--- config.mk ---
export PLATFORM = sky130hd
export DESIGN_NAME = pixel_to_float32_normalizer_core
export DESIGN_NICKNAME = d
export VERILOG_FILES = /design/src/hdl/pxf_pkg.sv /design/src/hdl/pxf_udiv.sv /design/src/hdl/pxf_dnarrow.sv /design/src/hdl/pixel_to_float32_normalizer_core.sv
export SDC_FILE = /design/constraint.sdc
export NUM_CORES = 1
export LEC_CHECK = 0
export BUFFER_PORTS_ARGS = -buffer_cell sky130_fd_sc_hd__buf_4
export CORE_UTILIZATION = 50
export CTS_CLUSTER_SIZE = 24
export DETAILED_ROUTE_END_ITERATION = 6
export PLACE_DENSITY_LB_ADDON = 0.15
export SLEW_MARGIN = 20
export SYNTH_ARGS = -nofsm -noshare
export SYNTH_HDL_FRONTEND = slang
export SYNTH_SLANG_ARGS = --single-unit
--- constraint.sdc ---
create_clock -name i_clk -period 13 [get_ports i_clk]
set_input_delay 1.95 -clock i_clk [delete_from_list [all_inputs] [get_ports i_clk]]
set_output_delay 1.95 -clock i_clk [all_outputs]
set_load 0.01 [all_outputs]
--- src/hdl/pxf_pkg.sv ---
// Shared codes, types and constants for the pixel to float32 normaliser.
// No dependencies; imported by every module of the block.
package pxf_pkg;

    localparam logic [2:0] SRC_BOOL8   = 3'd0;
    localparam logic [2:0] SRC_UINT8   = 3'd1;
    localparam logic [2:0] SRC_UINT16  = 3'd2;
    localparam logic [2:0] SRC_INT16   = 3'd3;
    localparam logic [2:0] SRC_INT32   = 3'd4;
    localparam logic [2:0] SRC_FLOAT32 = 3'd5;
    localparam logic [2:0] SRC_FLOAT64 = 3'd6;

    localparam logic [2:0] FMT_MONO10  = 3'd0;
    localparam logic [2:0] FMT_MONO12  = 3'd1;
    localparam logic [2:0] FMT_MONO14  = 3'd2;
    localparam logic [2:0] FMT_MONO16  = 3'd3;
    localparam logic [2:0] FMT_BAYER16 = 3'd4;
    localparam logic [2:0] FMT_UNKNOWN = 3'd5;

    localparam logic [1:0] ST_OK       = 2'd0;
    localparam logic [1:0] ST_UNSUP    = 2'd1;
    localparam logic [1:0] ST_BAD_FMT  = 2'd2;

    localparam logic [0:0] REG_SRC_TYPE = 1'd0;
    localparam logic [0:0] REG_COLOR_FMT = 1'd1;

    localparam logic [2:0] SRC_RESET = SRC_UINT8;
    localparam logic [2:0] FMT_RESET = FMT_MONO16;

    // full scale is 2^n - 1; these select n
    localparam logic [2:0] FS_N8  = 3'd0;
    localparam logic [2:0] FS_N10 = 3'd1;
    localparam logic [2:0] FS_N12 = 3'd2;
    localparam logic [2:0] FS_N14 = 3'd3;
    localparam logic [2:0] FS_N16 = 3'd4;

    localparam logic [1:0] RES_DIV   = 2'd0;
    localparam logic [1:0] RES_DBL   = 2'd1;
    localparam logic [1:0] RES_PASS  = 2'd2;
    localparam logic [1:0] RES_ZERO  = 2'd3;

    typedef struct packed {
        logic        valid;
        logic [1:0]  status;
        logic [1:0]  res_sel;
        logic        last;
        logic [31:0] pass;
    } t_ctl;

endpackage

--- src/hdl/pxf_udiv.sv ---
// Two-stage correctly rounded single-precision num / (2^n - 1), num[7:0] at n = 8.
// Uses pxf_pkg. Splits num into quotient and remainder, then uses the periodic
// binary expansion of remainder / (2^n - 1) as the fraction.
module pxf_udiv
    import pxf_pkg::*;
(
    input  logic        i_clk,
    input  logic [15:0] i_num,
    input  logic [2:0]  i_fs_sel,
    output logic [31:0] o_result
);

    logic [6:0]  n_hi, n_q;
    logic [15:0] n_lo, n_m, n_s, n_r;
    logic [47:0] n_pat;
    logic [54:0] n_x;
    logic [5:0]  n_lz;
    logic        n_zero;

    logic [54:0] r_x;
    logic [5:0]  r_lz, r_lz_b;
    logic        r_zero, r_zero_b;
    logic [23:0] r_q;
    logic        r_rb;

    logic [54:0] w_shift;
    logic [24:0] w_qr;
    logic [8:0]  w_exp;

    always_comb begin
        n_hi = '0;
        n_lo = i_num;
        n_m  = 16'hFFFF;
        case (i_fs_sel)
            FS_N8: begin
                n_lo = {8'd0, i_num[7:0]};
                n_m  = 16'd255;
            end
            FS_N10: begin
                n_hi = {1'b0, i_num[15:10]};
                n_lo = {6'd0, i_num[9:0]};
                n_m  = 16'd1023;
            end
            FS_N12: begin
                n_hi = {3'd0, i_num[15:12]};
                n_lo = {4'd0, i_num[11:0]};
                n_m  = 16'd4095;
            end
            FS_N14: begin
                n_hi = {5'd0, i_num[15:14]};
                n_lo = {2'd0, i_num[13:0]};
                n_m  = 16'd16383;
            end
            default: ;
        endcase
        // hi * 2^n + lo == hi * (2^n - 1) + (hi + lo), and hi + lo < 2 * (2^n - 1)
        n_s = n_lo + {9'd0, n_hi};
        if (n_s >= n_m) begin
            n_q = n_hi + 7'd1;
            n_r = n_s - n_m;
        end else begin
            n_q = n_hi;
            n_r = n_s;
        end
        n_pat = '0;
        case (i_fs_sel)
            FS_N8:   for (int i = 0; i < 48; i++) n_pat[47-i] = n_r[7 - (i % 8)];
            FS_N10:  for (int i = 0; i < 48; i++) n_pat[47-i] = n_r[9 - (i % 10)];
            FS_N12:  for (int i = 0; i < 48; i++) n_pat[47-i] = n_r[11 - (i % 12)];
            FS_N14:  for (int i = 0; i < 48; i++) n_pat[47-i] = n_r[13 - (i % 14)];
            default: for (int i = 0; i < 48; i++) n_pat[47-i] = n_r[15 - (i % 16)];
        endcase
        n_x    = {n_q, n_pat};
        n_zero = (n_q == 7'd0) && (n_r == 16'd0);
        n_lz   = 6'd0;
        for (int i = 0; i < 55; i++) begin
            if (n_x[i]) n_lz = 6'(54 - i);
        end
    end

    always_ff @(posedge i_clk) begin
        r_x    <= n_x;
        r_lz   <= n_lz;
        r_zero <= n_zero;
    end

    assign w_shift = r_x << r_lz;

    always_ff @(posedge i_clk) begin
        r_q      <= w_shift[54:31];
        r_rb     <= w_shift[30];
        r_lz_b   <= r_lz;
        r_zero_b <= r_zero;
    end

    // a nonzero remainder never terminates, so sticky is always set: no tie case
    always_comb begin
        w_qr  = {1'b0, r_q} + {24'd0, r_rb};
        w_exp = 9'd133 - {3'd0, r_lz_b} + {8'd0, w_qr[24]};
        if (r_zero_b)
            o_result = 32'd0;
        else
            o_result = {1'b0, w_exp[7:0], w_qr[22:0]};
    end

endmodule

--- src/hdl/pxf_dnarrow.sv ---
// Two-stage float64 to float32 narrowing, round to nearest even.
// Uses pxf_pkg. Handles NaN, infinity, overflow and subnormal results.
module pxf_dnarrow
    import pxf_pkg::*;
(
    input  logic        i_clk,
    input  logic [63:0] i_bits,
    output logic [31:0] o_result
);

    logic [10:0] w_e;
    logic [52:0] n_full;
    logic [5:0]  n_sh;
    logic        n_fixed, n_sub;
    logic [31:0] n_fixed_val;
    logic [10:0] n_sh_w;

    logic [52:0] r_full;
    logic [5:0]  r_sh;
    logic        r_fixed, r_sub, r_sign;
    logic [7:0]  r_bexp;
    logic [31:0] r_fixed_val;

    logic [52:0] w_shq, w_low, w_rbv;
    logic [23:0] r_q;
    logic        r_rb, r_st, r_fixed_b, r_sub_b, r_sign_b;
    logic [7:0]  r_bexp_b;
    logic [31:0] r_fixed_val_b;

    logic [24:0] w_qr;
    logic [8:0]  w_exp;
    logic        w_inc;

    assign w_e = i_bits[62:52];

    always_comb begin
        n_full      = {1'b1, i_bits[51:0]};
        n_fixed     = 1'b0;
        n_sub       = 1'b0;
        n_fixed_val = {i_bits[63], 31'd0};
        n_sh_w      = 11'd926 - w_e;
        n_sh        = 6'd29;
        if (w_e == 11'h7FF) begin
            n_fixed = 1'b1;
            if (i_bits[51:0] == 52'd0)
                n_fixed_val = {i_bits[63], 31'h7F80_0000};
            else
                n_fixed_val = {i_bits[63], 9'h1FF, i_bits[50:29]};
        end else if (w_e >= 11'd1151) begin
            n_fixed     = 1'b1;
            n_fixed_val = {i_bits[63], 31'h7F80_0000};
        end else if (w_e < 11'd872) begin
            n_fixed = 1'b1;        // zero, double subnormal or too tiny
        end else if (w_e < 11'd897) begin
            n_sub = 1'b1;
            n_sh  = n_sh_w[5:0];
        end
    end

    always_ff @(posedge i_clk) begin
        r_full      <= n_full;
        r_sh        <= n_sh;
        r_fixed     <= n_fixed;
        r_sub       <= n_sub;
        r_sign      <= i_bits[63];
        r_bexp      <= 8'(w_e - 11'd896);
        r_fixed_val <= n_fixed_val;
    end

    assign w_shq = r_full >> r_sh;
    assign w_low = r_full & ((53'd1 << (r_sh - 6'd1)) - 53'd1);
    // shift of 54 puts the round bit above the hidden one: reads as zero
    assign w_rbv = r_full >> (r_sh - 6'd1);

    always_ff @(posedge i_clk) begin
        r_q           <= w_shq[23:0];
        r_rb          <= w_rbv[0];
        r_st          <= (w_low != 53'd0);
        r_fixed_b     <= r_fixed;
        r_sub_b       <= r_sub;
        r_sign_b      <= r_sign;
        r_bexp_b      <= r_bexp;
        r_fixed_val_b <= r_fixed_val;
    end

    // a carry out of the mantissa lands in the exponent; 255 gives infinity
    always_comb begin
        w_inc = r_rb & (r_st | r_q[0]);
        w_qr  = {1'b0, r_q} + {24'd0, w_inc};
        w_exp = {1'b0, r_bexp_b} + {8'd0, w_qr[24]};
        if (r_fixed_b)
            o_result = r_fixed_val_b;
        else if (r_sub_b)
            o_result = {r_sign_b, 7'd0, w_qr[23:0]};
        else if (w_exp[7:0] == 8'hFF)
            o_result = {r_sign_b, 31'h7F80_0000};
        else
            o_result = {r_sign_b, w_exp[7:0], w_qr[22:0]};
    end

endmodule

--- src/hdl/pixel_to_float32_normalizer_core.sv ---
// Top level of the pixel to float32 normaliser.
// Uses pxf_pkg, pxf_udiv and pxf_dnarrow.
//
// Command channel: a pixel transaction is taken at every rising edge with
// start high; busy is always low, so one pixel per clock is sustained.
// Result channel: o_valid strobes for one cycle with o_float_bits, o_status
// and o_last_out. The receiver cannot stall, and the block never needs it
// to: results leave in order, passing the input register, two arithmetic
// stages and the output register before o_valid rises.
// Throughput is one pixel per cycle; the divide path and the float64 path
// are each two register stages deep, fed from the input register.
// Configuration: i_cfg_valid/o_cfg_ready write i_cfg_data into register
// i_cfg_index (0 source type, 1 colour format; other indices ignored).
// o_cfg_ready is always high. Write only while no pixels are in flight.
// Reset (synchronous, active low) sets source type uint8 and colour format
// mono16 and empties the pipeline.
module pixel_to_float32_normalizer_core
    import pxf_pkg::*;
(
    input  logic        i_clk,
    input  logic        i_rst_n,
    input  logic        start,
    output logic        busy,
    input  logic [63:0] i_pixel_bits,
    input  logic        i_last_pixel,
    input  logic        i_cfg_valid,
    output logic        o_cfg_ready,
    input  logic [1:0]  i_cfg_index,
    input  logic [2:0]  i_cfg_data,
    output logic        o_valid,
    output logic [31:0] o_float_bits,
    output logic [1:0]  o_status,
    output logic        o_last_out
);

    logic [2:0]  r_src, r_fmt;
    logic        r_v0;
    logic [63:0] r_px;
    logic        r_last0;
    logic [2:0]  r_src0, r_fmt0;

    t_ctl        n_ctl, r_ctl1, r_ctl2;
    logic [15:0] n_num;
    logic [2:0]  n_fs_sel;
    logic [31:0] w_div, w_dbl;
    logic [31:0] n_res;

    assign busy        = 1'b0;
    assign o_cfg_ready = 1'b1;

    always_ff @(posedge i_clk) begin
        if (!i_rst_n) begin
            r_src <= SRC_RESET;
            r_fmt <= FMT_RESET;
        end else if (i_cfg_valid && i_cfg_index[1] == 1'b0) begin
            if (i_cfg_index[0] == REG_SRC_TYPE) r_src <= i_cfg_data;
            else                                r_fmt <= i_cfg_data;
        end
    end

    always_ff @(posedge i_clk) begin
        if (!i_rst_n) r_v0 <= 1'b0;
        else          r_v0 <= start;
        r_px    <= i_pixel_bits;
        r_last0 <= i_last_pixel;
        r_src0  <= r_src;
        r_fmt0  <= r_fmt;
    end

    always_comb begin
        n_ctl.valid   = r_v0;
        n_ctl.last    = r_last0;
        n_ctl.pass    = r_px[31:0];
        n_ctl.status  = ST_OK;
        n_ctl.res_sel = RES_ZERO;
        n_num         = {8'd0, r_px[7:0]};
        n_fs_sel      = FS_N8;
        case (r_src0)
            SRC_FLOAT32: n_ctl.res_sel = RES_PASS;
            SRC_FLOAT64: n_ctl.res_sel = RES_DBL;
            SRC_UINT8:   n_ctl.res_sel = RES_DIV;
            SRC_UINT16: begin
                n_num = r_px[15:0];
                n_ctl.res_sel = RES_DIV;
                case (r_fmt0)
                    FMT_MONO10: n_fs_sel = FS_N10;
                    FMT_MONO12: n_fs_sel = FS_N12;
                    FMT_MONO14: n_fs_sel = FS_N14;
                    FMT_MONO16, FMT_BAYER16, FMT_UNKNOWN: n_fs_sel = FS_N16;
                    default: begin
                        n_ctl.status  = ST_BAD_FMT;
                        n_ctl.res_sel = RES_ZERO;
                    end
                endcase
            end
            default: n_ctl.status = ST_UNSUP;
        endcase
    end

    pxf_udiv u_div (
        .i_clk    (i_clk),
        .i_num    (n_num),
        .i_fs_sel (n_fs_sel),
        .o_result (w_div)
    );

    pxf_dnarrow u_dbl (
        .i_clk    (i_clk),
        .i_bits   (r_px),
        .o_result (w_dbl)
    );

    always_ff @(posedge i_clk) begin
        if (!i_rst_n) begin
            r_ctl1.valid <= 1'b0;
            r_ctl2.valid <= 1'b0;
        end else begin
            r_ctl1.valid <= n_ctl.valid;
            r_ctl2.valid <= r_ctl1.valid;
        end
        r_ctl1.status  <= n_ctl.status;
        r_ctl1.res_sel <= n_ctl.res_sel;
        r_ctl1.last    <= n_ctl.last;
        r_ctl1.pass    <= n_ctl.pass;
        r_ctl2.status  <= r_ctl1.status;
        r_ctl2.res_sel <= r_ctl1.res_sel;
        r_ctl2.last    <= r_ctl1.last;
        r_ctl2.pass    <= r_ctl1.pass;
    end

    always_comb begin
        case (r_ctl2.res_sel)
            RES_DIV:  n_res = w_div;
            RES_DBL:  n_res = w_dbl;
            RES_PASS: n_res = r_ctl2.pass;
            default:  n_res = 32'd0;
        endcase
    end

    always_ff @(posedge i_clk) begin
        if (!i_rst_n) o_valid <= 1'b0;
        else          o_valid <= r_ctl2.valid;
        o_float_bits <= n_res;
        o_status     <= r_ctl2.status;
        o_last_out   <= r_ctl2.last;
    end

endmodule

======== Word level (Yosys, flattened, before mapping) ========
Cells that the tools add are included.
operators by class
  add/sub/neg operators ................... 12
  multiplexer cells ....................... 76
  equality and inequality tests ........... 16
  $lt $le $gt $ge ......................... 4
  reductions and logical operators ........ 22
  bitwise gates (word level) .............. 6
  shifts and indexed selects .............. 4
operators by type and width
  kind                     number
  $pmux W48 S4             1
  $mux W31                 5
  $mux W6                  23
  $pmux W16 S4             2
  $pmux W32 S3             1
  $mux W5                  16
  $shl A55 B6 Y55          1
  $and A53 B53 Y53         1
  $reduce_bool A53 Y1      1
  $shl A1 B6 Y53 const A   1
  $shr A53 B6 Y1           1
  $shr A53 B6 Y24          1
  $sub A53 B1 Y53 const B  1
  $logic_not A52 Y1        1
  $add A24 B1 Y25          2
  $mux W4                  9
  $mux W16                 2
  $mux W32                 1
  $reduce_or A32 Y1        1
  $mux W23                 1
  $lt A11 B10 Y1 const B   2
  $pmux W6 S3              1
  $add A16 B6 Y16          1
  $add A8 B1 Y8            2
  37 further kinds         62
storage, ports and cells
  register bits ........................... 454
  input port bits ......................... 74

======== Depth between registers and ports, before layout ========
Gate-level depths: netlist of run 1.
  word-level depth ........................ 64
  gate-level depth with buffers ........... 30

======== Cells and area by module ========
A second synthesis of run 1 with hierarchy kept.
second synthesis, totals
  cells, all modules ...................... 2,595
  area, all modules ....................... 23,568.9 um^2
by module, submodules not included
  module                            area an instance (um^2)  cells each  times used  seq. area each (um^2)
  pxf_dnarrow                       9,962.1                  1,139       1           3,083.0
  pxf_udiv                          8,745.9                  1,137       1           1,881.8
  pixel_to_float32_normalizer_core  4,860.9                  319         1           3,803.6

======== Least setup slack after synthesis of run 1 ========
Ideal clock, no wire load.
  kind .................................... reg-to-reg
  start point ............................. register r_src0[1]
  end point ............................... register u_div.r_lz[2]
  stages on the path, launching flop included .. 29
  setup slack ............................. 6.769 ns
  arrival ................................. 6.102 ns
  period minus slack after synthesis ...... 6.231 ns
  library setup time ...................... 0.129 ns
  required time ........................... 12.871 ns
  buffers on the path ..................... 0
  path through ............................ dfxtp_1 nor3b_1 nand2_1 nor2_1 nand2_1 o21ai_0 ha_1 inv_1 fa_1 nand2b_1 a211o_1 a21oi_1 nand2_1 xor2_1 o22ai_1 ha_1 a21oi_1 nand2_1 a221oi_1 nor2_1 mux2_2 a31oi_1 nor2_1 a211oi_1 nand2_1 or2_1 nand2b_4 a2111oi_1 nor4_1
between the ends
  elaborated cells between the ends (all ways) .. 69
  classes of those cells .................. 3 x add/sub; 1 x order compare; 4 x eq/ne; 59 x mux; 2 x reduce/logical
RTL lines
  element                                                    RTL line                                RTL
  start: declaration                                         pixel_to_float32_normalizer_core.sv:40  logic [2:0] r_src0, r_fmt0;
  start signal: assignment                                   pixel_to_float32_normalizer_core.sv:66  r_src0 <= r_src;
  $eq A3 B2 Y1 *                                             pixel_to_float32_normalizer_core.sv:78  case (r_src0)
  $mux W3                                                    pixel_to_float32_normalizer_core.sv:78
  $eq A3 B2 Y1, or another cell as far along                 pxf_udiv.sv:34, pxf_udiv.sv:66
  $pmux W6 S3 / $pmux W16 S4 (equally long branches)         pxf_udiv.sv:34                          case (i_fs_sel)
  $add A16 B6 Y16                                            pxf_udiv.sv:57                          n_s = n_lo + {9'd0, n_hi};
  $sub A16 B16 Y16 / $ge A16 B16 Y1 (equally long branches)  pxf_udiv.sv:60, pxf_udiv.sv:58
  $mux W16                                                   pxf_udiv.sv:58                          if (n_s >= n_m) begin
  $pmux W48 S4 *                                             pxf_udiv.sv:66                          case (i_fs_sel)
  net u_div.n_pat[39]                                        pxf_udiv.sv:15                          logic [47:0] n_pat;
  $mux W4 * (8 in series)                                    pxf_udiv.sv:77                          if (n_x[i]) n_lz = 6'(54 - i);
  $mux W3 * (4 in series)                                    pxf_udiv.sv:77
  end signal: assignment                                     pxf_udiv.sv:83                          r_lz <= n_lz;
  end: declaration                                           pxf_udiv.sv:21                          logic [5:0] r_lz, r_lz_b;
The timed path passes the listed nets; every way through them passes the cells marked *.
A chain may end at the register's enable or synchronous reset.

======== Worst setup path after layout of run 1 ========
  start point ............................. register r_src0[1]
  end point ............................... register u_div.r_lz[0]
between the ends
  elaborated cells between the ends (all ways) .. 70
  classes of those cells .................. 3 x add/sub; 1 x order compare; 4 x eq/ne; 61 x mux; 1 x reduce/logical
RTL lines
  element                                                    RTL line
  $eq A3 B2 Y1 *                                             pixel_to_float32_normalizer_core.sv:78
  $mux W3                                                    pixel_to_float32_normalizer_core.sv:78
  $eq A3 B2 Y1, or another cell as far along                 pxf_udiv.sv:34, pxf_udiv.sv:66
  $pmux W16 S4 / $pmux W6 S3 (equally long branches)         pxf_udiv.sv:34
  $add A16 B6 Y16                                            pxf_udiv.sv:57
  $sub A16 B16 Y16 / $ge A16 B16 Y1 (equally long branches)  pxf_udiv.sv:60, pxf_udiv.sv:58
  $mux W16                                                   pxf_udiv.sv:58
  $pmux W48 S4 *                                             pxf_udiv.sv:66
  net u_div.n_pat[41]                                        pxf_udiv.sv:15
  $mux W4 * (6 in series)                                    pxf_udiv.sv:77
  $mux W3 * (4 in series)                                    pxf_udiv.sv:77
  $mux W2 * (2 in series)                                    pxf_udiv.sv:77
  $mux W1 *                                                  pxf_udiv.sv:77
Marks and branches as above.

==> results.sh, run 1 <==
export IMPL_maxCapViolCount=0
export IMPL_start_util=0.506
export IMPL_pwr_share_clk=0.416
export IMPL_max_slew_margin_rel=0.278
export IMPL_vias=18900
export IMPL_final_common_cell="dfxtp_1"
export IMPL_path_class="flip-flop to flip-flop"
export IMPL_die_area_sq_um=43200
export IMPL_std_cell_rows=75
export IMPL_status="complete, but fails checks"
export IMPL_p_sw_frac=0.268
export IMPL_die_height_um=208
export IMPL_overflow=0
export IMPL_cp_end_kind="flip-flop"
export IMPL_drt_first_pass_iters=7
export IMPL_setup_viol=0
export IMPL_viasPerCell=6.29
export IMPL_ys_ff_latch=406
export IMPL_yosys_area_share_adder=0.0204
export IMPL_power_internal_mw=2.33
export IMPL_ys_types=100
export IMPL_finalNetCount=2546
export IMPL_synth_compound_area_share=0.172
export IMPL_leakagePower_nw=9.45
export IMPL_worst_path_buf_inv=1
export IMPL_layout_common_cells="dfxtp_1 (402), nand2_1 (323), nor2_1 (219)"
export IMPL_antenna_found_initial=0
export IMPL_clk_path_buf_depth=3
export IMPL_synth_area_sq_um=21200
export IMPL_cts_hold_buf=0
export IMPL_cp_data_required_time_ps=13480
export IMPL_final_util=0.572
export IMPL_reg2reg_depth=26
export IMPL_grt_setup_unrepaired="false"
export IMPL_critPathMaxFanout=22
export IMPL_cts_made_buffers=43
export IMPL_synthArstFlopShare=0
export IMPL_avgSynthCellArea_sq_um=8.87
export IMPL_crit_path_start_kind="flip-flop"
export IMPL_rr_startpoint="r_src0[1]"
export IMPL_hold_viol=0
export IMPL_drc=1
export IMPL_die_w_um=208
export IMPL_synth_main_ff_cell="dfxtp_1"
export IMPL_path_common_cell="nand2_1"
export IMPL_clockRootBuffer="clkbuf_16"
export IMPL_grt_pass1_wl_um=110000
export IMPL_drive_above_1_share=0.153
export IMPL_cts_sinks=406
export IMPL_ant_nets=0
export IMPL_hp_class="flip-flop to flip-flop"
export IMPL_fin_crit_ps=7900
export IMPL_ctsResizeCount=0
export IMPL_vdd_drop_max_v=0.000101
export IMPL_hpwlAfterDp_um=54500
export IMPL_cp_arrival_ps=8380
export IMPL_pwr_share_seq=0.446
export IMPL_r2r_end="u_div.r_lz[0]"
export IMPL_fin_setup_tns_ps=0
export IMPL_synthMuxAreaShare=0.147
export IMPL_pin_count=112
export IMPL_power_frac_comb=0.138
export IMPL_port_buffers=109
export IMPL_design_core_area_sq_um=41900
export IMPL_path_clk_slew_ps=60
export IMPL_clock_latency_ps=580
export IMPL_gp_congestion=0.955
export IMPL_syn_instance_count=2388
export IMPL_worst_slew_pin_slew_ps=1080
export IMPL_tritoncts="yes"
export IMPL_min_path_cells=0
export IMPL_ff2ff_setup_slack_ps=5100
export IMPL_p_per_area_nw_per_um2=133
export IMPL_period_share=0.608
export IMPL_maxSlewViolCount=0
export IMPL_timing_fmax_mhz=127
export IMPL_cts_setup_buffers=0
export IMPL_drt_iter0_markers=1933
export IMPL_grt_start_max_net_pins=69
export IMPL_hp_start="u_dbl.r_bexp[6]"
export IMPL_synth_top_family_by_area="simple AND/OR/NAND/NOR gates"
export IMPL_finClkSkew_ps=29.7
export IMPL_critical_path_slowest_cell="xnor2_1"
export IMPL_holdPathEnd="u_dbl.r_bexp_b[6]"
export IMPL_grtUsageTotal=0.331
export IMPL_area_growth_pct=13.0
export IMPL_synth_edf_count=0
export IMPL_htree_levels=2
export IMPL_violations="DRC"
export IMPL_wl_per_cell_um=24.0
export IMPL_synth_xor_area_frac=0.0413
export IMPL_p_sw_uw=852
export IMPL_yosysWarnings=0
export IMPL_wl_um=72200
export IMPL_ys_seq_area_frac=0.384
export IMPL_synth_simple_area_share=0.201
export IMPL_nFillCells=3773
export IMPL_max_stage_delay_ps=810
export IMPL_first_global_vias=17600
export IMPL_crit_family="compound AO/OA/AOI/OAI gates"
-- sequential cells by signal, summed over array words and instances, names as in the netlist, 2 cells and up --
name / cells
r_ctl1: 37
u_div.r_q: 24
r_fmt0: 3
u_div.r_lz: 6
u_dbl.r_q: 24
r_src: 3
u_div.r_lz_b: 6
r_src0: 3
u_dbl.r_bexp_b: 8
u_dbl.r_fixed_val_b: 25
o_float_bits: 32
u_dbl.r_full: 21
r_px: 64
u_dbl.r_sh: 6
r_ctl2: 38
o_status: 2
r_fmt: 3
u_dbl.r_bexp: 8
u_dbl.r_fixed_val: 24
u_div.r_x: 55
-- cells in the mapped netlist (all sizes together), types with 41 or more instances --
library cell  count  area share
inv              43      0.0076
nand3            61       0.014
nor3             44       0.011
and2             42       0.012
xor2             41       0.017
nand2           323       0.057
clkbuf          100       0.018
o21ai           134       0.032
xnor2            57       0.024
a21oi           153       0.037
nand4            45       0.014
mux4             77       0.082
nor2            225       0.041
dfxtp           406        0.38
a211oi           48       0.017
mux2i           111       0.052
-- worst max-delay path by stage --
stage / start / end / slack (ps) / cells after the start
after floorplan: r_src0[1] / u_div.r_lz[2] / 6770 / 28
after global routing: r_src0[1] / u_div.r_lz[0] / 4310 / 26
after detailed placement: r_src0[1] / u_div.r_lz[2] / 5340 / 26
after CTS: r_src0[1] / u_div.r_lz[2] / 5280 / 26
after global placement: r_src0[1] / u_div.r_lz[2] / 5490 / 26
final: r_src0[1] / u_div.r_lz[0] / 5100 / 26
-- power groups by stage --
stage	clock network (mW)	logic, mW	registers, mW
3_3_place_gp	0	0.431	1.44
4_1_cts	1.33	0.434	1.42
6_report	1.32	0.440	1.42
3_5_place_dp	0	0.432	1.44
5_1_grt	1.39	0.477	1.43
2_1_floorplan	0	0.283	1.41
-- per-layer routing --
layer | share of wire | vias to the layer above | GRT usage | routed length [um]
li1 | - | 8806 | - | -
met1 | 0.46 | 9076 | 0.495 | 33400
met2 | 0.42 | 940 | 0.484 | 30400
met3 | 0.092 | 122 | 0.0660 | 6660
met4 | 0.023 | 0 | 0.0830 | 1690
met5 | 0 | - | 0 | 0
-- kinds of logic after synthesis --
family	Yosys count
multiplexers	212
AO/OA/AOI/OAI	553
flip-flops	406
other	2
buffers and inverters	184
XOR/XNOR	98
adder cells (fa/ha/maj)	34
AND/OR/NAND/NOR	899
-- through the flow --
stage          instances  cell area (sq um)  power, mW  setup WS [ps]  hold WS, ps
6_report            3011              23900       3.19           5100          325
5_1_grt             3010              23900       3.29           4310          326
4_1_cts             3010              23900       3.19           5280          325
3_5_place_dp        2932              22400       1.88           5340          312
3_3_place_gp        2932              22400       1.87           5490          310
2_1_floorplan       2389              21200       1.70           6770          310
-- area by class of cell --
class / instances / area, sq um / share of cell area
diodes: 1 / 2.50 / 0.000105
inverters: 45 / 169 / 0.00706
well taps: 539 / 674 / 0.0282
flip-flops and latches: 406 / 8140 / 0.340
clock buffers: 53 / 1160 / 0.0486
clock inverters: 25 / 375 / 0.0157
multi-input cells: 1799 / 12300 / 0.516
repair buffers: 143 / 1070 / 0.0449
Note: power is estimated with default switching activity, not from simulation.
==> inputs of run 2 (changes only) <==
- clock period: 13 -> 7.7 ns (I/O delays scaled with it)
==> run 2 against run 1 <==
Effect of this change: the run now ends clean; first-iteration DRC count increased by 11%; highest routed layer unchanged; worst hold slack got worse by 20 ps; total power increased by 63%; clock skew increased by 3.3 ps; combinational power increased by 71%.
==> results.sh, run 2 (synthesis gave the netlist of run 1 again) <==
export IMPL_wl_per_cell_um=24.1
export IMPL_hp_class="flip-flop to flip-flop"
export IMPL_rr_startpoint="r_fmt0[2]"
export IMPL_design_area_sq_um=23800
export IMPL_clock_latency_ps=580
export IMPL_design_core_area_sq_um=41900
export IMPL_maxCapViolCount=0
export IMPL_grt_setup_unrepaired="false"
export IMPL_worst_slew_pin_slew_ps=1060
export IMPL_max_stage_delay_ps=700
export IMPL_cts_sinks=406
export IMPL_path_class="flip-flop to flip-flop"
export IMPL_timing_fmax_mhz=145
export IMPL_drc=0
export IMPL_area_growth_pct=12.6
export IMPL_die_w_um=208
export IMPL_final_util=0.570
export IMPL_hold_viol=0
export IMPL_largest_reg_flops=64
export IMPL_finalNetCount=2551
export IMPL_maxSlewViolCount=0
export IMPL_clk_path_buf_depth=3
export IMPL_use_met3=0.0595
export IMPL_period_share=0.897
export IMPL_reg_top3="r_px (64), u_div.r_x (55), r_ctl2 (38)"
export IMPL_grtUsageTotal=0.334
export IMPL_hp_start="u_dbl.r_fixed_val[1]"
export IMPL_overflow=0
export IMPL_first_global_vias=18000
export IMPL_final_common_cell="dfxtp_1"
export IMPL_cp_arrival_ps=7340
export IMPL_grt_start_max_net_pins=69
export IMPL_die_height_um=208
export IMPL_fin_setup_tns_ps=0
export IMPL_use_met1=0.498
export IMPL_pin_count=112
export IMPL_cts_setup_buffers=0
export IMPL_grt_busiest_layer="met1"
export IMPL_leakagePower_nw=9.40
export IMPL_critical_path_slowest_cell="a31oi_1"
export IMPL_die_area_sq_um=43200
export IMPL_ant_nets=0
export IMPL_layout_common_cells="dfxtp_1 (402), nand2_1 (323), nor2_1 (219)"
export IMPL_grt_pass1_wl_um=111000
export IMPL_nFillCells=3754
export IMPL_tritoncts="yes"
export IMPL_crit_start="r_fmt0[2]"
export IMPL_clockRootBuffer="clkbuf_16"
export IMPL_viasPerCell=6.27
export IMPL_max_slew_margin_rel=0.294
export IMPL_timing_final_ws_setup_ps=796
export IMPL_fin_crit_ps=6900
export IMPL_p_per_area_nw_per_um2=218
export IMPL_status="complete, no violations"
export IMPL_vdd_drop_max_v=0.000204
export IMPL_drt_iter0_markers=2136
export IMPL_crit_path_start_kind="flip-flop"
export IMPL_cp_data_required_time_ps=8130
export IMPL_gp_congestion=0.988
export IMPL_crit_chain="or2_2 > nand2b_1 > o21ai_1 > ha_1 > inv_1 > fa_1 > nand2b_1 > a211o_1 > a21oi_1 > nand2_1 > xor2_1 > o22ai_1 > ha_1 > nand3_1 > a21oi_1 > and2_1 > and4_1 > a211oi_1 > a31oi_1 > nand2_1 > a41oi_1 > nor4_2 > a2111oi_1 > nor4_1"
export IMPL_wl_um=72600
export IMPL_vias=18900
export IMPL_drive_above_1_share=0.154
export IMPL_setup_viol=0
export IMPL_cp_end_kind="flip-flop"
export IMPL_cts_made_buffers=42
export IMPL_std_cell_rows=75
export IMPL_met2_usage=0.493
export IMPL_placed_cell_area_sq_um=22400
export IMPL_critPathMaxFanout=7
export IMPL_start_util=0.506
export IMPL_finClkSkew_ps=33.0
export IMPL_hpwlAfterDp_um=54700
export IMPL_antenna_found_initial=1
export IMPL_largest_register="r_px"
export IMPL_dp_slack_ps=516
export IMPL_htree_levels=2
export IMPL_path_clk_slew_ps=60
export IMPL_port_buffers=109
export IMPL_drt_first_pass_iters=6
export IMPL_num_antenna_cells=0
run 2: cell count changes in the layout (fill, tap and decap cells not counted), moves of 2 or more:
| cell | change |
|---|---|
| clkbuf_8 | +3 |
| o21ai_1 | +2 |
| clkinvlp_4 | +3 |
| o21ai_0 | -2 |
| clkinv_2 | -2 |
| bufinv_16 | -6 |
| buf_4 | +6 |
run 2: final timing paths:
path         slack, ps                     end  depth (start not counted)
min                310  u_dbl.r_fixed_val_b[1]                          0
max reg2reg        800           u_div.r_lz[2]                         24
min reg2reg        310  u_dbl.r_fixed_val_b[1]                          0
max                800           u_div.r_lz[2]                         24
run 2: metal layers:
metal / vias to the layer above / part of all wire
met4: 0 / 0.025
met1: 8989 / 0.46
met2: 966 / 0.42
li1: 8796 / -
met5: - / 0
met3: 126 / 0.091
run 2: power by group:
part | switching [mW] | total (mW) | internal (mW)
Clock | 0.879 | 2.05 | 1.17
Combinational | 0.420 | 0.752 | 0.333
Sequential | 0.154 | 2.40 | 2.25
Total | 1.45 | 5.20 | 3.75
run 2: cell type report:
cell class	count	area, sq um	share of cell area
well taps	539	674	0.0283
inverters	45	169	0.00709
clock buffers	54	1180	0.0493
repair buffers	149	1120	0.0469
multi-input cells	1799	12300	0.518
flip-flops and latches	406	8140	0.341
clock inverters	21	226	0.00950
run 2: metrics by stage:
step / hold slack (ps) / cells / power [mW]
2_1_floorplan: 310 / 2389 / 2.86
4_1_cts: 310 / 3013 / 5.21
3_3_place_gp: 312 / 2938 / 3.18
5_1_grt: 315 / 3013 / 5.38
3_5_place_dp: 312 / 2938 / 3.18
6_report: 305 / 3013 / 5.20
run 2: what timing repair did:
item / CTS / global route
hold buffers: 0 / 0
setup endpoints to repair: 0 / 3
endpoints found under the hold margin: 0 / 0
gates resized for setup: 0 / 4
run 2: worst max-delay path, delay by kind of cell (launching register included):
kind | cells | cell delay [ps]
buffers and inverters | 1 | 70
flip-flops | 1 | 340
adder cells (fa/ha/maj) | 3 | 1120
XOR/XNOR | 1 | 150
AND/OR/NAND/NOR | 10 | 1960
AO/OA/AOI/OAI | 9 | 3120
==> inputs of run 3 (changes only) <==
- SYNTH_HIERARCHICAL: unset -> 1
==> run 3 against run 2 <==
Effect of this change: register-to-register slack got worse by 440 ps; synthesized cell count increased by 8.7%; maximum frequency decreased by 6.0%; combinational power decreased by 6.0%; utilization decreased by 0.18 points.
==> results.sh, run 3 <==
export IMPL_met2_usage=0.495
export IMPL_ys_seq_area_frac=0.372
export IMPL_synth_edf_count=0
export IMPL_grt_start_max_net_pins=77
export IMPL_hpwlAfterDp_um=64300
export IMPL_start_util=0.506
export IMPL_reg2reg_depth=27
export IMPL_finClkSkew_ps=20.4
export IMPL_cp_arrival_ps=7840
export IMPL_vdd_drop_max_v=0.000277
export IMPL_syn_instance_count=2595
export IMPL_path_class="flip-flop to flip-flop"
export IMPL_overflow=0
export IMPL_cp_end_kind="flip-flop"
export IMPL_nFillCells=4172
export IMPL_yosysWarnings=6
export IMPL_leakagePower_nw=10.4
export IMPL_synthArstFlopShare=0
export IMPL_ant_nets=0
export IMPL_antenna_found_initial=3
export IMPL_synth_common_cells="dfxtp_1 (438), nand2_1 (329), nor2_1 (217), mux2i_1 (139), o21ai_0 (130)"
export IMPL_cts_sinks=438
export IMPL_wl_per_cell_um=25.6
export IMPL_cp_data_required_time_ps=8190
export IMPL_clockRootBuffer="clkbuf_16"
export IMPL_drt_iter0_markers=2624
export IMPL_wl_um=84300
export IMPL_die_height_um=219
export IMPL_yosys_area_share_adder=0.0184
export IMPL_setup_viol=0
export IMPL_timing_critical_path_to="u_div/r_lz[3]"
export IMPL_port_buffers=109
export IMPL_period_share=0.954
export IMPL_clk_path_buf_depth=3
export IMPL_drt_first_pass_iters=7
export IMPL_p_per_area_nw_per_um2=212
export IMPL_worst_slew_pin_slew_ps=1080
export IMPL_htree_levels=2
export IMPL_synth_main_ff_cell="dfxtp_1"
export IMPL_ys_types=121
export IMPL_fin_setup_tns_ps=0
export IMPL_finalNetCount=2755
export IMPL_vias=21400
export IMPL_ff2ff_setup_slack_ps=350
export IMPL_largest_register="r_px"
export IMPL_reg_top3="r_px (64), u_div/r_x (55), u_dbl/r_full (52)"
export IMPL_die_area_sq_um=48000
export IMPL_gp_congestion=1.02
export IMPL_grt_busiest_layer="met1"
export IMPL_first_global_vias=19800
export IMPL_timing_fmax_mhz=136
export IMPL_area_growth_pct=12.2
export IMPL_std_cell_rows=79
export IMPL_rr_startpoint="r_src0[2]"
export IMPL_final_common_cell="dfxtp_1"
export IMPL_maxCapViolCount=0
export IMPL_synth_area_sq_um=23600
export IMPL_use_met3=0.0798
export IMPL_crit_start="r_src0[2]"
export IMPL_pin_count=112
export IMPL_status="complete, no violations"
export IMPL_use_met1=0.514
export IMPL_hold_viol=0
export IMPL_largest_reg_flops=64
export IMPL_fin_crit_ps=7350
export IMPL_maxSlewViolCount=0
export IMPL_viasPerCell=6.51
export IMPL_yosysTopAreaCell="dfxtp_1"
export IMPL_synth_top_family_by_area="simple AND/OR/NAND/NOR gates"
export IMPL_synth_xor_area_frac=0.0341
export IMPL_layout_common_cells="dfxtp_1 (430), nand2_1 (329), nor2_1 (217)"
export IMPL_critPathMaxFanout=26
export IMPL_drive_above_1_share=0.159
export IMPL_num_antenna_cells=0
export IMPL_tritoncts="yes"
export IMPL_synthMuxAreaShare=0.151
export IMPL_max_slew_margin_rel=0.281
export IMPL_cts_made_buffers=45
export IMPL_ys_top_cells_by_area="dfxtp_1 (37%), mux4_2 (8.1%), mux2i_1 (5.9%)"
export IMPL_r2r_end="u_div/r_lz[3]"
export IMPL_ys_ff_latch=438
export IMPL_synth_top_area_frac=0.372
export IMPL_synth_most_common_cell="dfxtp_1"
export IMPL_avgSynthCellArea_sq_um=9.08
export IMPL_drc=0
export IMPL_die_w_um=219
export IMPL_synth_compound_area_share=0.190
export IMPL_p_total_mw=5.61
export IMPL_path_clk_slew_ps=60
export IMPL_grtUsageTotal=0.349
export IMPL_hp_class="flip-flop to flip-flop"
export IMPL_clock_latency_ps=600
export IMPL_synth_simple_area_share=0.192
export IMPL_crit_path_start_kind="flip-flop"
export IMPL_design_core_area_sq_um=46600
export IMPL_grt_pass1_wl_um=125000
run 3: how the worst min path moves through the flow:
stage | from | end | slack [ps] | cells past startpoint
2_1_floorplan | r_ctl2[32] | o_last_out | 310 | 0
3_3_place_gp | u_dbl/r_fixed_val[2] | u_dbl/r_fixed_val_b[2] | 310 | 0
3_5_place_dp | r_ctl1[0] | r_ctl2[0] | 310 | 0
4_1_cts | r_ctl1[23] | r_ctl2[23] | 320 | 0
5_1_grt | r_ctl1[0] | r_ctl2[0] | 330 | 0
6_report | r_ctl1[18] | r_ctl2[18] | 320 | 0
run 3: metal layers:
metal / part of all wire / vias up
met5: 0.00027 / -
met4: 0.033 / 4
met3: 0.10 / 185
met2: 0.41 / 1261
met1: 0.46 / 10300
li1: - / 9653
run 3: critical path, cell delays in order (launching register included):
cell	delay, ps
dfxtp_1	340
or3b_4	440
nor3_2	220
buf_4	350
mux2i_1	120
nor2_1	110
a21oi_1	50
nor2_1	170
ha_1	250
inv_1	80
fa_1	430
nand2b_1	190
a21o_1	220
a211oi_1	360
xnor2_1	110
a22o_1	260
ha_1	470
and3_1	300
and4_1	290
a21oi_4	160
buf_12	210
o31ai_2	550
nor2_1	140
or4_4	560
nor4_4	220
nand2_1	100
or3_1	370
nor2b_1	160
run 3: power breakdown:
| group | internal (mW) | switching (mW) |
|---|---|---|
| Clock | 1.38 | 0.951 |
| Combinational | 0.316 | 0.391 |
| Sequential | 2.41 | 0.151 |
run 3: metrics by stage:
| stage | hold WS (ps) | std cells | area (sq um) | util | setup slack, ps |
|---|---|---|---|---|---|
| floorplan | 310 | 2596 | 23600 | - | 1100 |
| global placement | 310 | 3204 | 24800 | 0.532 | 444 |
| detailed placement | 312 | 3204 | 24800 | 0.532 | 313 |
| CTS | 322 | 3284 | 26400 | 0.566 | 282 |
| global route | 328 | 3287 | 26400 | 0.568 | -9.75 |
| finish | 320 | 3287 | 26400 | 0.568 | 354 |
run 3: cells by family (layout without fill, tap and decap cells):
kind of cell,after synthesis,after routing
buffers and inverters,213,297
other,3,4
AND/OR/NAND/NOR,937,937
flip-flops,438,438
adder cells (fa/ha/maj),34,34
multiplexers,247,247
XOR/XNOR,91,91
AO/OA/AOI/OAI,632,632
run 3: area by class of cell:
type	count	area, sq um	share of cell area
Sequential cell	438	8780	0.332
Timing Repair Buffer	158	1200	0.0453
Multi-Input combinational cell	1945	13900	0.525
Inverter	59	221	0.00838
Clock inverter	19	343	0.0130
Tap cell	607	759	0.0287
Clock buffer	61	1250	0.0471
run 3: repair_timing:
action / in CTS / in global routing
hold buffers: 0 / 0
setup buffers: 0 / 3
gates resized for setup: 0 / 6
setup endpoints to repair: 0 / 5
